==> src/hw/rtl/shared_pool_multi_channel_packet_queue_unit_assert.svh <==
// assertion helpers for the packet queue unit
`ifndef SHARED_POOL_MULTI_CHANNEL_PACKET_QUEUE_UNIT_ASSERT_SVH
`define SHARED_POOL_MULTI_CHANNEL_PACKET_QUEUE_UNIT_ASSERT_SVH

// same-cycle implication
`define SPMQ_ASSERT_NOW(lbl, clk, rst, ante, cons) \
   lbl: assert property (@(posedge clk) disable iff (rst) (ante) |-> (cons)) \
      else $error("spmq same-cycle check failed");

// next-cycle implication
`define SPMQ_ASSERT_NEXT(lbl, clk, rst, ante, cons) \
   lbl: assert property (@(posedge clk) disable iff (rst) (ante) |=> (cons)) \
      else $error("spmq next-cycle check failed");

`endif

==> src/hw/rtl/spmq_pkg.sv <==
`timescale 1ns / 1ps
`default_nettype none
package spmq_pkg;

   localparam int PTR_W  = 6;
   localparam int CNT_W  = 6;
   localparam int TOT_W  = 21;
   localparam int HND_W  = 16;
   localparam int SIZE_W = 20;
   localparam int CHN_W  = 4;

   localparam logic [PTR_W-1:0] NIL = 6'h3F;
   localparam logic [TOT_W:0] TOTAL_MAX = 22'd2097151;

   localparam logic [1:0] ACT_PUSH_TAIL = 2'd0;
   localparam logic [1:0] ACT_PUSH_HEAD = 2'd1;
   localparam logic [1:0] ACT_POP       = 2'd2;
   localparam logic [1:0] ACT_CLEAR     = 2'd3;

   localparam logic KIND_STATUS   = 1'b0;
   localparam logic KIND_RELEASED = 1'b1;

   localparam int LM_RST_NIL   = 0;
   localparam int LM_RST_CHAIN = 1;

   typedef struct packed {
      logic             en;
      logic [PTR_W-1:0] addr;
      logic [PTR_W-1:0] data;
   } lnk_wr_type;

   typedef struct packed {
      logic [PTR_W-1:0] head;
      logic [PTR_W-1:0] tail;
      logic [CNT_W-1:0] count;
   } chan_rec_type;

   typedef struct packed {
      logic [HND_W-1:0]  handle;
      logic [SIZE_W-1:0] size;
      logic [CHN_W-1:0]  chan;
   } blk_type;

   typedef struct packed {
      logic [TOT_W-1:0]  total;
      logic [CNT_W-1:0]  count;
      logic [CHN_W-1:0]  chan;
      logic [SIZE_W-1:0] size;
      logic [HND_W-1:0]  handle;
      logic              ok;
      logic              kind;
      logic              last;
   } rsp_type;

endpackage
`default_nettype wire

==> src/hw/rtl/spmq_lmem.sv <==
`timescale 1ns / 1ps
`default_nettype none
// link memory: one write, one registered read, per-entry valid bits
module spmq_lmem #(
   parameter int NUM_BLOCKS = 32,
   parameter int RST_MODE   = 0
) (
   input  wire logic                        clock,
   input  wire logic                        reset,
   input  wire spmq_pkg::lnk_wr_type        wr,
   input  wire logic [spmq_pkg::PTR_W-1:0]  rd_addr,
   output logic      [spmq_pkg::PTR_W-1:0]  rd_data
);

   localparam int BW = $clog2(NUM_BLOCKS);

   logic [spmq_pkg::PTR_W-1:0] mem [NUM_BLOCKS];
   logic [NUM_BLOCKS-1:0]      vld_ff;
   logic [spmq_pkg::PTR_W-1:0] rd_data_ff;
   logic [spmq_pkg::PTR_W-1:0] rst_val;
   logic [BW-1:0]              ri;

   assign ri = rd_addr[BW-1:0];

   // unwritten entries read as their power-on link
   always_comb begin
      if (RST_MODE == spmq_pkg::LM_RST_CHAIN && (int'(ri) + 1 < NUM_BLOCKS)) begin
         rst_val = spmq_pkg::PTR_W'(ri) + spmq_pkg::PTR_W'(1);
      end else begin
         rst_val = spmq_pkg::NIL;
      end
   end

   always_ff @(posedge clock) begin
      if (wr.en) begin
         mem[wr.addr[BW-1:0]] <= wr.data;
      end
   end

   always_ff @(posedge clock) begin
      if (reset) begin
         vld_ff <= '0;
      end else if (wr.en) begin
         vld_ff[wr.addr[BW-1:0]] <= 1'b1;
      end
   end

   always_ff @(posedge clock) begin
      rd_data_ff <= vld_ff[ri] ? mem[ri] : rst_val;
   end

   assign rd_data = rd_data_ff;

endmodule
`default_nettype wire

==> src/hw/rtl/shared_pool_multi_channel_packet_queue_unit.sv <==
`timescale 1ns / 1ps
`default_nettype none
`include "shared_pool_multi_channel_packet_queue_unit_assert.svh"
// Packet descriptor queue over a shared pool of NUM_BLOCKS blocks, NUM_CHANNELS queues.
// req channel: one word per operation, tuser = action (push tail, push head, pop, clear).
// rsp channel: zero or more released words (tuser = 1), then one status word with tlast.
// csr port: csr_wr_en writes the tail-push byte capacity (32768 after reset).
// One word is worked on at a time; req_tready is high only while idle.
// Steps from accept to a valid word:
//   out-of-range channel: straight to status
//   push head and push tail (queue record read, list read, block write, link update)
//   pop (block read, unlink, queue record update)
//   clear and eviction: one released word per released packet, then the clear status
//   or the push after the last eviction
// A new word can be taken in the cycle after the status word is taken.
// The walk is a sequencer over link, block and queue-record memories, each with one
// write and one registered read per cycle.
// rsp stall: the sequencer waits on the held output word and resumes when it is taken.
// Reset (synchronous): all queues empty, all blocks free, byte total zero.
module shared_pool_multi_channel_packet_queue_unit #(
   parameter int NUM_BLOCKS   = 32,
   parameter int NUM_CHANNELS = 16
) (
   input  wire logic        clock,
   input  wire logic        reset,
   input  wire logic        req_tvalid,
   output logic             req_tready,
   // channel[3:0], packet_handle[19:4], packet_size[39:20], auto_drop[40], zero pad
   input  wire logic [47:0] req_tdata,
   // action[1:0]
   input  wire logic [1:0]  req_tuser,
   output logic             rsp_tvalid,
   input  wire logic        rsp_tready,
   // ok[0], out_handle[16:1], out_size[36:17], out_channel[40:37],
   // channel_count[46:41], total_bytes_now[67:47], zero pad
   output logic [71:0]      rsp_tdata,
   // kind[0]
   output logic [0:0]       rsp_tuser,
   output logic             rsp_tlast,
   input  wire logic        csr_wr_en,
   input  wire logic [20:0] csr_wr_data
);

   localparam int BW = $clog2(NUM_BLOCKS);
   localparam int CW = (NUM_CHANNELS > 1) ? $clog2(NUM_CHANNELS) : 1;
   localparam int PW = spmq_pkg::PTR_W;

   typedef enum logic [3:0] {
      S_IDLE, S_LOAD, S_CHECK, S_CLR, S_REL_RD, S_REL_LNK, S_REL_FIN,
      S_PL_RD, S_PL_A, S_PL_B, S_OUT
   } state_type;

   state_type                    state_ff, ret_ff;
   logic [1:0]                   act_ff;
   logic [spmq_pkg::CHN_W-1:0]   ch_ff;
   logic [spmq_pkg::HND_W-1:0]   h_ff;
   logic [spmq_pkg::SIZE_W-1:0]  s_ff;
   logic                         drop_ff;
   logic [spmq_pkg::TOT_W-1:0]   cap_ff, total_ff;
   logic [PW-1:0]                dhead_ff, dtail_ff, fhead_ff, b_ff, chead_ff;
   logic [spmq_pkg::CNT_W-1:0]   cnt_ff;
   spmq_pkg::rsp_type            rsp_ff;
   logic                         rsp_valid_ff;

   spmq_pkg::blk_type            blk_mem [NUM_BLOCKS];
   spmq_pkg::blk_type            blk_rd_ff;
   logic [PW-1:0]                cnext_mem [NUM_BLOCKS];
   logic [PW-1:0]                cprev_mem [NUM_BLOCKS];
   logic [PW-1:0]                cnext_rd_ff, cprev_rd_ff;
   spmq_pkg::chan_rec_type       ch_mem [NUM_CHANNELS];
   logic [NUM_CHANNELS-1:0]      chv_ff;
   spmq_pkg::chan_rec_type       ch_rd_ff;

   spmq_pkg::lnk_wr_type         tn_wr, tp_wr, cn_wr, cp_wr;
   logic [PW-1:0]                tn_rd, tp_rd;
   logic                         blk_we, ch_we;
   spmq_pkg::chan_rec_type       ch_wdata, rel_rec, pl_rec;
   logic [spmq_pkg::CHN_W-1:0]   ch_raddr, ch_waddr;
   logic [8:0]                   ch_ra_ext, ch_wa_ext, req_ch_ext;
   logic [BW-1:0]                bi;
   logic [spmq_pkg::TOT_W:0]     sum_ext;
   logic                         over_cap, over_max, ec_is_ch, req_oor;

   function automatic spmq_pkg::rsp_type mk_rsp(
      input logic                        kind,
      input logic                        ok,
      input logic [spmq_pkg::HND_W-1:0]  hnd,
      input logic [spmq_pkg::SIZE_W-1:0] sz,
      input logic [spmq_pkg::CHN_W-1:0]  chn,
      input logic [spmq_pkg::CNT_W-1:0]  cnt,
      input logic [spmq_pkg::TOT_W-1:0]  tot,
      input logic                        last
   );
      spmq_pkg::rsp_type r;
      r.kind   = kind;
      r.ok     = ok;
      r.handle = hnd;
      r.size   = sz;
      r.chan   = chn;
      r.count  = cnt;
      r.total  = tot;
      r.last   = last;
      return r;
   endfunction

   assign bi         = b_ff[BW-1:0];
   assign ch_ra_ext  = 9'(ch_raddr);
   assign ch_wa_ext  = 9'(ch_waddr);
   assign req_ch_ext = 9'(req_tdata[3:0]);
   assign req_oor    = req_ch_ext >= 9'(NUM_CHANNELS);
   assign sum_ext    = {1'b0, total_ff} + (spmq_pkg::TOT_W + 1)'(s_ff);
   assign over_cap   = sum_ext > {1'b0, cap_ff};
   assign over_max   = sum_ext > spmq_pkg::TOTAL_MAX;
   assign ec_is_ch   = blk_rd_ff.chan == ch_ff;

   // queue record after unlinking the block under release
   always_comb begin
      rel_rec.head  = (cprev_rd_ff == spmq_pkg::NIL) ? cnext_rd_ff : ch_rd_ff.head;
      rel_rec.tail  = (cnext_rd_ff == spmq_pkg::NIL) ? cprev_rd_ff : ch_rd_ff.tail;
      rel_rec.count = (ch_rd_ff.count != '0) ? ch_rd_ff.count - 6'd1 : '0;
   end

   // queue record after linking the new block
   always_comb begin
      pl_rec.count = ch_rd_ff.count + 6'd1;
      if (act_ff == spmq_pkg::ACT_PUSH_HEAD) begin
         pl_rec.head = b_ff;
         pl_rec.tail = (ch_rd_ff.head == spmq_pkg::NIL) ? b_ff : ch_rd_ff.tail;
      end else begin
         pl_rec.head = (ch_rd_ff.tail == spmq_pkg::NIL) ? b_ff : ch_rd_ff.head;
         pl_rec.tail = b_ff;
      end
   end

   // memory requests per step
   always_comb begin
      tn_wr    = '0;
      tp_wr    = '0;
      cn_wr    = '0;
      cp_wr    = '0;
      blk_we   = 1'b0;
      ch_we    = 1'b0;
      ch_wdata = rel_rec;
      ch_waddr = ch_ff;
      ch_raddr = ch_ff;
      unique case (state_ff)
         S_IDLE: begin
            ch_raddr = req_tdata[3:0];
         end
         S_REL_LNK: begin
            ch_raddr = blk_rd_ff.chan;
            if (tp_rd != spmq_pkg::NIL) tn_wr = '{1'b1, tp_rd, tn_rd};
            if (tn_rd != spmq_pkg::NIL) tp_wr = '{1'b1, tn_rd, tp_rd};
            if (cprev_rd_ff != spmq_pkg::NIL) cn_wr = '{1'b1, cprev_rd_ff, cnext_rd_ff};
            if (cnext_rd_ff != spmq_pkg::NIL) cp_wr = '{1'b1, cnext_rd_ff, cprev_rd_ff};
         end
         S_REL_FIN: begin
            // block goes back on the free list
            tn_wr    = '{1'b1, b_ff, fhead_ff};
            tp_wr    = '{1'b1, b_ff, spmq_pkg::NIL};
            ch_we    = 1'b1;
            ch_wdata = rel_rec;
            ch_waddr = blk_rd_ff.chan;
         end
         S_PL_A: begin
            blk_we = 1'b1;
            if (act_ff == spmq_pkg::ACT_PUSH_HEAD) begin
               tp_wr = '{1'b1, b_ff, spmq_pkg::NIL};
               tn_wr = '{1'b1, b_ff, dhead_ff};
               cp_wr = '{1'b1, b_ff, spmq_pkg::NIL};
               cn_wr = '{1'b1, b_ff, ch_rd_ff.head};
            end else begin
               tn_wr = '{1'b1, b_ff, spmq_pkg::NIL};
               tp_wr = '{1'b1, b_ff, dtail_ff};
               cn_wr = '{1'b1, b_ff, spmq_pkg::NIL};
               cp_wr = '{1'b1, b_ff, ch_rd_ff.tail};
            end
         end
         S_PL_B: begin
            ch_we    = 1'b1;
            ch_wdata = pl_rec;
            if (act_ff == spmq_pkg::ACT_PUSH_HEAD) begin
               if (dhead_ff != spmq_pkg::NIL) tp_wr = '{1'b1, dhead_ff, b_ff};
               if (ch_rd_ff.head != spmq_pkg::NIL) cp_wr = '{1'b1, ch_rd_ff.head, b_ff};
            end else begin
               if (dtail_ff != spmq_pkg::NIL) tn_wr = '{1'b1, dtail_ff, b_ff};
               if (ch_rd_ff.tail != spmq_pkg::NIL) cn_wr = '{1'b1, ch_rd_ff.tail, b_ff};
            end
         end
         default: begin
         end
      endcase
   end

   spmq_lmem #(
      .NUM_BLOCKS (NUM_BLOCKS),
      .RST_MODE   (spmq_pkg::LM_RST_CHAIN)
   ) u_tnext (
      .clock   (clock),
      .reset   (reset),
      .wr      (tn_wr),
      .rd_addr (b_ff),
      .rd_data (tn_rd)
   );

   spmq_lmem #(
      .NUM_BLOCKS (NUM_BLOCKS),
      .RST_MODE   (spmq_pkg::LM_RST_NIL)
   ) u_tprev (
      .clock   (clock),
      .reset   (reset),
      .wr      (tp_wr),
      .rd_addr (b_ff),
      .rd_data (tp_rd)
   );

   always_ff @(posedge clock) begin
      if (blk_we) begin
         blk_mem[bi] <= '{h_ff, s_ff, ch_ff};
      end
      if (cn_wr.en) begin
         cnext_mem[cn_wr.addr[BW-1:0]] <= cn_wr.data;
      end
      if (cp_wr.en) begin
         cprev_mem[cp_wr.addr[BW-1:0]] <= cp_wr.data;
      end
      if (ch_we) begin
         ch_mem[ch_wa_ext[CW-1:0]] <= ch_wdata;
      end
      blk_rd_ff   <= blk_mem[bi];
      cnext_rd_ff <= cnext_mem[bi];
      cprev_rd_ff <= cprev_mem[bi];
      ch_rd_ff    <= chv_ff[ch_ra_ext[CW-1:0]] ? ch_mem[ch_ra_ext[CW-1:0]]
                   : spmq_pkg::chan_rec_type'{spmq_pkg::NIL, spmq_pkg::NIL, 6'd0};
   end

   always_ff @(posedge clock) begin
      if (reset) begin
         chv_ff <= '0;
      end else if (ch_we) begin
         chv_ff[ch_wa_ext[CW-1:0]] <= 1'b1;
      end
   end

   always_ff @(posedge clock) begin
      if (reset) begin
         state_ff     <= S_IDLE;
         ret_ff       <= S_IDLE;
         rsp_valid_ff <= 1'b0;
         cap_ff       <= 21'd32768;
         total_ff     <= '0;
         dhead_ff     <= spmq_pkg::NIL;
         dtail_ff     <= spmq_pkg::NIL;
         fhead_ff     <= '0;
      end else begin
         if (csr_wr_en) begin
            cap_ff <= csr_wr_data;
         end
         unique case (state_ff)
            S_IDLE: begin
               if (req_tvalid) begin
                  act_ff  <= req_tuser;
                  ch_ff   <= req_tdata[3:0];
                  h_ff    <= req_tdata[19:4];
                  s_ff    <= req_tdata[39:20];
                  drop_ff <= req_tdata[40];
                  if (req_oor) begin
                     rsp_ff       <= mk_rsp(spmq_pkg::KIND_STATUS, 1'b0, '0, '0,
                                            req_tdata[3:0], '0, total_ff, 1'b1);
                     rsp_valid_ff <= 1'b1;
                     ret_ff       <= S_IDLE;
                     state_ff     <= S_OUT;
                  end else begin
                     state_ff <= S_LOAD;
                  end
               end
            end
            S_LOAD: begin
               cnt_ff   <= ch_rd_ff.count;
               chead_ff <= ch_rd_ff.head;
               case (act_ff)
                  spmq_pkg::ACT_PUSH_TAIL: begin
                     state_ff <= S_CHECK;
                  end
                  spmq_pkg::ACT_PUSH_HEAD: begin
                     if (fhead_ff != spmq_pkg::NIL && !over_max) begin
                        b_ff     <= fhead_ff;
                        state_ff <= S_PL_RD;
                     end else begin
                        rsp_ff       <= mk_rsp(spmq_pkg::KIND_STATUS, 1'b0, '0, '0, ch_ff,
                                               ch_rd_ff.count, total_ff, 1'b1);
                        rsp_valid_ff <= 1'b1;
                        ret_ff       <= S_IDLE;
                        state_ff     <= S_OUT;
                     end
                  end
                  spmq_pkg::ACT_POP: begin
                     if (ch_rd_ff.head != spmq_pkg::NIL) begin
                        b_ff     <= ch_rd_ff.head;
                        state_ff <= S_REL_RD;
                     end else begin
                        rsp_ff       <= mk_rsp(spmq_pkg::KIND_STATUS, 1'b0, '0, '0, ch_ff,
                                               ch_rd_ff.count, total_ff, 1'b1);
                        rsp_valid_ff <= 1'b1;
                        ret_ff       <= S_IDLE;
                        state_ff     <= S_OUT;
                     end
                  end
                  default: begin
                     state_ff <= S_CLR;
                  end
               endcase
            end
            S_CHECK: begin
               if (over_cap && (!drop_ff || dhead_ff == spmq_pkg::NIL)) begin
                  rsp_ff       <= mk_rsp(spmq_pkg::KIND_STATUS, 1'b0, '0, '0, ch_ff,
                                         cnt_ff, total_ff, 1'b1);
                  rsp_valid_ff <= 1'b1;
                  ret_ff       <= S_IDLE;
                  state_ff     <= S_OUT;
               end else if (over_cap) begin
                  // evict the packet at the head of the pool-wide list, whichever channel it is on
                  b_ff     <= dhead_ff;
                  state_ff <= S_REL_RD;
               end else if (fhead_ff == spmq_pkg::NIL) begin
                  rsp_ff       <= mk_rsp(spmq_pkg::KIND_STATUS, 1'b0, '0, '0, ch_ff,
                                         cnt_ff, total_ff, 1'b1);
                  rsp_valid_ff <= 1'b1;
                  ret_ff       <= S_IDLE;
                  state_ff     <= S_OUT;
               end else begin
                  b_ff     <= fhead_ff;
                  state_ff <= S_PL_RD;
               end
            end
            S_CLR: begin
               if (chead_ff == spmq_pkg::NIL) begin
                  rsp_ff       <= mk_rsp(spmq_pkg::KIND_STATUS, 1'b1, '0, '0, ch_ff,
                                         '0, total_ff, 1'b1);
                  rsp_valid_ff <= 1'b1;
                  ret_ff       <= S_IDLE;
                  state_ff     <= S_OUT;
               end else begin
                  b_ff     <= chead_ff;
                  state_ff <= S_REL_RD;
               end
            end
            S_REL_RD: begin
               state_ff <= S_REL_LNK;
            end
            S_REL_LNK: begin
               if (tp_rd == spmq_pkg::NIL) dhead_ff <= tn_rd;
               if (tn_rd == spmq_pkg::NIL) dtail_ff <= tp_rd;
               total_ff <= (total_ff >= spmq_pkg::TOT_W'(blk_rd_ff.size))
                         ? total_ff - spmq_pkg::TOT_W'(blk_rd_ff.size) : '0;
               state_ff <= S_REL_FIN;
            end
            S_REL_FIN: begin
               fhead_ff     <= b_ff;
               rsp_valid_ff <= 1'b1;
               state_ff     <= S_OUT;
               if (ec_is_ch) begin
                  cnt_ff   <= rel_rec.count;
                  chead_ff <= rel_rec.head;
               end
               case (act_ff)
                  spmq_pkg::ACT_POP: begin
                     rsp_ff <= mk_rsp(spmq_pkg::KIND_STATUS, 1'b1, blk_rd_ff.handle,
                                      blk_rd_ff.size, ch_ff, rel_rec.count, total_ff, 1'b1);
                     ret_ff <= S_IDLE;
                  end
                  spmq_pkg::ACT_CLEAR: begin
                     rsp_ff <= mk_rsp(spmq_pkg::KIND_RELEASED, 1'b1, blk_rd_ff.handle,
                                      blk_rd_ff.size, ch_ff, rel_rec.count, total_ff, 1'b0);
                     ret_ff <= S_CLR;
                  end
                  default: begin
                     rsp_ff <= mk_rsp(spmq_pkg::KIND_RELEASED, 1'b1, blk_rd_ff.handle,
                                      blk_rd_ff.size, blk_rd_ff.chan,
                                      ec_is_ch ? rel_rec.count : cnt_ff, total_ff, 1'b0);
                     ret_ff <= S_CHECK;
                  end
               endcase
            end
            S_PL_RD: begin
               state_ff <= S_PL_A;
            end
            S_PL_A: begin
               fhead_ff <= tn_rd;
               total_ff <= total_ff + spmq_pkg::TOT_W'(s_ff);
               state_ff <= S_PL_B;
            end
            S_PL_B: begin
               if (act_ff == spmq_pkg::ACT_PUSH_HEAD) begin
                  if (dhead_ff == spmq_pkg::NIL) dtail_ff <= b_ff;
                  dhead_ff <= b_ff;
               end else begin
                  if (dtail_ff == spmq_pkg::NIL) dhead_ff <= b_ff;
                  dtail_ff <= b_ff;
               end
               rsp_ff       <= mk_rsp(spmq_pkg::KIND_STATUS, 1'b1, '0, '0, ch_ff,
                                      pl_rec.count, total_ff, 1'b1);
               rsp_valid_ff <= 1'b1;
               ret_ff       <= S_IDLE;
               state_ff     <= S_OUT;
            end
            S_OUT: begin
               if (rsp_tready) begin
                  rsp_valid_ff <= 1'b0;
                  state_ff     <= ret_ff;
               end
            end
            default: begin
               state_ff <= S_IDLE;
            end
         endcase
      end
   end

   assign req_tready = state_ff == S_IDLE;
   assign rsp_tvalid = rsp_valid_ff;
   assign rsp_tdata  = {4'd0, rsp_ff.total, rsp_ff.count, rsp_ff.chan, rsp_ff.size,
                        rsp_ff.handle, rsp_ff.ok};
   assign rsp_tuser  = rsp_ff.kind;
   assign rsp_tlast  = rsp_ff.last;

   `SPMQ_ASSERT_NOW(a_idle_no_rsp, clock, reset, req_tready, !rsp_tvalid)
   `SPMQ_ASSERT_NEXT(a_busy_after_accept, clock, reset, req_tvalid && req_tready, !req_tready)
   `SPMQ_ASSERT_NEXT(a_idle_after_last, clock, reset,
      rsp_tvalid && rsp_tready && rsp_tlast, req_tready)

endmodule
`default_nettype wire
==> config.mk <==
export PLATFORM = sky130hd
export DESIGN_NAME = shared_pool_multi_channel_packet_queue_unit
export DESIGN_NICKNAME = d
export VERILOG_FILES = /design/src/hw/rtl/spmq_pkg.sv /design/src/hw/rtl/spmq_lmem.sv /design/src/hw/rtl/shared_pool_multi_channel_packet_queue_unit.sv
export VERILOG_INCLUDE_DIRS = /design/src /design/src/hw/rtl
export SDC_FILE = /design/constraint.sdc
export NUM_CORES = 2
export LEC_CHECK = 0
export BUFFER_PORTS_ARGS = -buffer_cell sky130_fd_sc_hd__clkbuf_2
export CAP_MARGIN = 20
export CORE_MARGIN = 2
export CORE_UTILIZATION = 40
export CTS_CLUSTER_DIAMETER = 80
export DETAILED_ROUTE_END_ITERATION = 10
export PLACE_DENSITY = 0.59
export RECOVER_POWER = 25
export SETUP_SLACK_MARGIN = 0.2
export SYNTH_ARGS = -nofsm -noshare
export SYNTH_HDL_FRONTEND = slang
export SYNTH_SLANG_ARGS = --single-unit
export TNS_END_PERCENT = 100
==> constraint.sdc <==
create_clock -name clock -period 8.4 [get_ports clock]
set_input_delay 1.68 -clock clock [delete_from_list [all_inputs] [get_ports clock]]
set_output_delay 1.68 -clock clock [all_outputs]
set_load 0.03 [all_outputs]
Yosys cells after proc, flatten, opt, wreduce, memory -nomap -nowiden
Memories as Yosys holds them, arrays and structs flattened. A register that Yosys moved wholly into a read port is not among the register bits.
Index checks and enable logic that the tools add are counted.
Cells by class
  add/subtract/negate cells: 7
  magnitude comparators: 13
  eq/ne operators: 52
  mux-type cells: 125
  bitwise operators: 4
  reduce and logical (&&, ||, !) cells: 31
Operators by type and width (number)
  $mux 70: 8
  $pmux 70 s6: 1
  $mux 13: 12
  $mux 6: 25
  $pmux 70 s2: 1
  $pmux 13 s4: 2
  $pmux 49 s2: 1
  $pmux 13 s3: 2
  $mux 4: 18
  $pmux 6 s2: 6
  $or 32x32->32: 2
  $eq 6x6->1 const B: 10
  $ne 6x6->1 const B: 9
  $pmux 21 s2: 1
  $pmux 4 s10: 1
  $lt 32x7->1 const B: 1
  $ne 3x3->1 const B: 10
  $mux 1: 29
  $pmux 4 s6: 1
  $add 21x20->22: 1
  $gt 22x21->1: 1
  $gt 22x21->1 const B: 1
  $add 21x20->21: 1
  $ge 21x20->1: 1
  48 further kinds: 87
Word-level totals
  bits in registers: 286
  bits in writable memories: 2336
  bits of input ports: 76
  output and inout port bits: 76
  logic and storage cells: 266
  memories: 6
Memory list
  blk_mem: words 32, width 40, read ports 1, clocked after memory_dff 1, wr ports 1, line shared_pool_multi_channel_packet_queue_unit.sv:65  | spmq_pkg::blk_type blk_mem [NUM_BLOCKS];
  ch_mem: words 16, width 18, read ports 1, clocked after memory_dff 1, wr ports 1, line shared_pool_multi_channel_packet_queue_unit.sv:70  | spmq_pkg::chan_rec_type ch_mem [NUM_CHANNELS];
  cnext_mem: words 32, width 6, read ports 1, clocked after memory_dff 1, wr ports 1, line shared_pool_multi_channel_packet_queue_unit.sv:67  | logic [PW-1:0] cnext_mem [NUM_BLOCKS];
  cprev_mem: words 32, width 6, read ports 1, clocked after memory_dff 1, wr ports 1, line shared_pool_multi_channel_packet_queue_unit.sv:68  | logic [PW-1:0] cprev_mem [NUM_BLOCKS];
  u_tnext.mem: words 32, width 6, read ports 1, clocked after memory_dff 1, wr ports 1, line spmq_lmem.sv:17  | logic [spmq_pkg::PTR_W-1:0] mem [NUM_BLOCKS];
  u_tprev.mem: words 32, width 6, read ports 1, clocked after memory_dff 1, wr ports 1, line spmq_lmem.sv:17

Longest topological paths before layout
  word-level depth: 9
  depth in mapped cells: 24
  depth with buffers taken out: 22

By module
From an unflattened synthesis, not the netlist that was laid out.
Second synthesis, totals
  cell total of the unflattened synthesis: 6070
  area, all modules: 106370.8 um2
Modules (own cells, without submodules)
  shared_pool_multi_channel_packet_queue_unit: times used 1, cells each 4993, area each 88265.9 um2, seq. area each 65612.9 um2
  spmq_lmem (u_tnext): times used 1, cells each 532, area each 9083.7 um2, seq. area each 6526.3 um2
  spmq_lmem (u_tprev): times used 1, cells each 545, area each 9021.2 um2, seq. area each 6526.3 um2

Worst setup path after synthesis
No wires, ideal clock.
  path kind: flip-flop to flip-flop
  start point: register s_ff[0] (netlist name)
  end point: register rsp_ff, in the netlist rsp_tdata[0] (enable)
  setup time: 499 ps
  arrival: 7546 ps
  data required time: 7901 ps
  path slack: 355 ps
  stages on the path, launching flop included: 23
  buffers on the path: 1
  clock period less this slack: 8045 ps
  cells stage by stage: edfxtp_1 > ha_1 > fa_1 > a211oi_1 > o21ai_0 > o31a_1 > a31oi_1 > o21ai_0 > a22oi_1 > nand2_1 > a21oi_1 > xnor2_1 > ha_1 > a21o_1 > a21oi_1 > o211ai_1 > a221oi_1 > a211oi_1 > nand2b_2 > buf_6 > mux2i_1 > o211ai_1 > nor2_1
Between the ends
  cells in the longest elaborated chain, start to end: 6
  elaborated cells between the ends (all ways): 10
  classes of those cells: add/sub: 1; order compare: 2; eq/ne: 3; reduce/logical: 4
RTL lines
  start: declaration: line shared_pool_multi_channel_packet_queue_unit.sv:57  | logic [spmq_pkg::SIZE_W-1:0] s_ff;
  start signal: assignment: line shared_pool_multi_channel_packet_queue_unit.sv:265  | s_ff <= req_tdata[39:20];
  $add 21x20->22 (*): line shared_pool_multi_channel_packet_queue_unit.sv:111  | assign sum_ext = {1'b0, total_ff} + (spmq_pkg::TOT_W + 1)'(s_ff);
  $gt 22x21->1: line shared_pool_multi_channel_packet_queue_unit.sv:113  | assign over_max = sum_ext > spmq_pkg::TOTAL_MAX;
  $logic_not 1->1: line shared_pool_multi_channel_packet_queue_unit.sv:286  | if (fhead_ff != spmq_pkg::NIL && !over_max) begin
  $logic_and 1x1->1: line shared_pool_multi_channel_packet_queue_unit.sv:286
  $ne 3x3->1 (no source line)
  $reduce_and 10->1 (no source line) (*)
  end signal: assignment: line shared_pool_multi_channel_packet_queue_unit.sv:290  | rsp_ff <= mk_rsp(spmq_pkg::KIND_STATUS, 1'b0, '0, '0, ch_ff,
  end signal: assignment: line shared_pool_multi_channel_packet_queue_unit.sv:302  | rsp_ff <= mk_rsp(spmq_pkg::KIND_STATUS, 1'b0, '0, '0, ch_ff,
  end signal: assignment: line shared_pool_multi_channel_packet_queue_unit.sv:316  | rsp_ff <= mk_rsp(spmq_pkg::KIND_STATUS, 1'b0, '0, '0, ch_ff,
  end: declaration: line shared_pool_multi_channel_packet_queue_unit.sv:62  | spmq_pkg::rsp_type rsp_ff;
Every way passes the cells marked *; elsewhere a longest branch is shown, timed or not.
A chain may end at the register's enable or synchronous reset.

Worst setup path after layout
  start point: register s_ff[3] (netlist name)
  end point: register rsp_ff, in the netlist rsp_tdata[5] (enable)
Same word-level chain as after synthesis.

==> impl_results.md <==
* Rows at 188
* Post-route ant nets at 0
* DR pass1 iterations at 6
* Most frequent cells in the layout: edfxtp_1 (2467), mux4_2 (540), nor2_1 (458)
* Critical path data required time at 8.94 ns
* Worst clock skew at 0.0580 ns
* Sinks on Clock Net at 2701
* Number of vias per cell at 5.87
* Worst path bufs/invs at 3
* CP peak stage delay at 1.11 ns
* Delay-heaviest family, CP: compound AO/OA/AOI/OAI gates
* CP Class: reg -> reg
* Synthesized instance count at 5819
* EDFF count, synth at 2467
* Die Wd at 518 µm
* Final TNS setup at 0 ns
* First-pass GRT wire length at 418000 µm
* Post-DP HPWL at 167000 µm
* Pwr dens at 316 mW/mm²
* Worst setup EP type: flip-flop
* # hold bufs at CTS at 0
* Share of layout cells above drive strength 1 at 20.9%
* WL final at 293000 µm
* Worst-path clk slew at 0.06 ns
* Setup Fix Bufs, Post-CTS at 0
* Worst Setup SP: s_ff[3]
* Peak supply drop at 0.329 mV
* CTS tree: yes
* Synthesized area per cell at 18.2 µm²
* Port bufs at 140
* Seq cells post-synth at 2701
* Leak at 0.0386 µW
* Cts bufs inserted at 292
* Nets at 6236
* Min-delay worst type: reg -> reg
* Worst-margin pin slew at 1.82 ns
* Post-synth top flop: edfxtp_1
* Min cycle time layout at 7.67 ns
* Fin cells at 9834
* Slowest-stage cell, CP: clkbuf_1
* Worst-Skew Late Latency at 0.94 ns
* Critical Path Most Common Cell: o211ai_1
* Worst path arrival time at 8.21 ns
* Slew Viols, Final at 223
* Unrepaired setup endpoints after global routing: false
* Chip height at 518 µm
* R2R Setup Slk at 0.73 ns
* Reg2reg path depth at 23
* Async S/R FF share, synth at 0%
* Reg2reg start: s_ff[3]
* Failing checks: capacitance limit, slew limit
* Warnings from Yosys at 0
* Initial antenna violation count at 21
* Hold EP: u_tprev.vld_ff[30]
* CP cell instances: clkbuf_1, ha_1, o211ai_1, o21ai_0, o31a_1, a31oi_1, o21ai_0, a22oi_1, nand2_1, a21oi_1, xnor2_1, ha_1, a21o_1, a21oi_1, o211ai_1, a221oi_1, a211oi_1, buf_4, nand2b_2, mux2i_1, o211ai_1, nor2_4, buf_4
* Starting density of the core at 40.2%
* HP Start: u_tprev.vld_ff[30]
* Hold Crit Depth at 2
* Largest net degree at the start of global routing at 113
* Vias in the first global route at 56700
* Total Die Area at 0.268 mm²
* Syn Std Cell Area at 0.106 mm²
* Fmax at 130 MHz
* Worst R2R End: rsp_tdata[5]
* Sequential element share of the synthesized area at 74.5%
* Total track usage at 21.5%
* Most common cell after layout, fill and taps aside: edfxtp_1
* Outcome: finished, violations left
* Startpoint types: flip-flop
* Worst relative slew slack at -21.2%
* CTS Root Cell: clkbuf_16
* Synth-to-Final Area Change at 14.1%
* Post-CTS Resized at 0
* Post-Place Worst Slack at 0.833 ns
* Core Region at 0.263 mm²
* Routed WL per cell at 29.8 µm
* Unique cell type count in the Yosys netlist at 75
* Number of DRC markers in iteration 0 at 7326
* Setup ws final at 0.731 ns
* CP Max Fanout at 60
* Longest Clk Path Bufs at 4
* Vias at 57700
* Hold Fails Final Rpt at 0
* Final Wtd Congestion at 0.875
* Placed Cells at 9296
* # DRC at 0
* # H-tree levels at 5
* IO Pins at 152
* Setup Viol. Count Final at 0
* Max-cap violation count at 6
* Grt total ovfl at 0
* Period utilization at 91.3%
[power by group]
group          switching, µW  internal, µW
registers                705         16000
clock network           5130          7340
logic                   5710          3220
[how the worst max path moves through the flow]
stage	end	depth (start not counted)
6_report	rsp_tdata[5]	23
3_3_place_gp	rsp_tdata[5]	21
5_1_grt	rsp_tdata[24]	23
2_1_floorplan	rsp_tdata[0]	22
4_1_cts	rsp_tdata[30]	21
3_5_place_dp	rsp_tdata[5]	21
[cells by family after synthesis]
group	share of synthesized area, %
flops	74.5
other cells	0.00355
simple gates	4.94
mux	12.5
buf+inv	1.53
fa+ha+maj	0.843
compound gates	5.32
xor+xnor	0.414
[cells in the mapped netlist (all sizes together), types with 51 or more instances]
cell type,instances,share of area [%]
nand2,317,1.1
a31oi,58,0.34
edfxtp,2467,70
and2,111,0.66
inv,77,0.27
mux4,540,12
nand3,51,0.24
mux2i,82,0.78
a211oi,145,1.0
buf,104,0.45
o21ai,87,0.42
a21oi,80,0.39
nor2,510,1.8
dfxtp,234,4.4
ha,68,0.80
nand4,76,0.45
clkbuf,227,0.81
a22oi,240,1.7
[per-stage QoR]
stage,instance area (µm²),power [µW],util (%),hold WS (ns)
global placement,111000,25700,42.3,0.443
floorplan,106000,22700,-,0.432
CTS,120000,38200,45.8,0.470
global route,121000,39600,45.9,0.490
finish,121000,38100,45.9,0.464
detailed placement,111000,25800,42.3,0.455
[area by class of cell]
type                       instances  area, µm²
tap                             3515       4400
clock inverter                   108        985
sequential                      2701      78800
antenna                           11       27.5
fill                           22200     142000
timing repair buffer             305       2150
clock buffer                     404       8240
multi-input combinational       2713      25800
inverter                          77        289
[registers in the layout, indices dropped and copies added (netlist names), 40 cells and up, named ones only]
signal,cells
cnext_mem,192
blk_mem,1280
u_tprev.mem,192
ch_mem,288
rsp_tdata,68
blk_rd_ff,40
u_tnext.mem,192
cprev_mem,192
[worst register-to-register path, delay by kind of cell, from the launching register on]
family	cells	cell delay (ns)
AO/OA/AOI/OAI	13	2.95
XOR/XNOR	1	0.09
adder cells (fa/ha/maj)	2	0.66
buffers and inverters	3	1.98
flip-flops	1	0.41
multiplexers	1	0.40
AND/OR/NAND/NOR	3	0.57
[layer usage]
| layer | part of all wire, % | vias to the layer above | global-route usage, % |
|---|---|---|---|
| met5 | 0.0044 | - | 0 |
| li1 | - | 24100 | - |
| met4 | 2.7 | 2 | 5.86 |
| met3 | 8.5 | 489 | 3.85 |
| met2 | 47 | 2763 | 33.9 |
| met1 | 42 | 30300 | 30.8 |
Note: power is estimated with default switching activity, not from simulation.
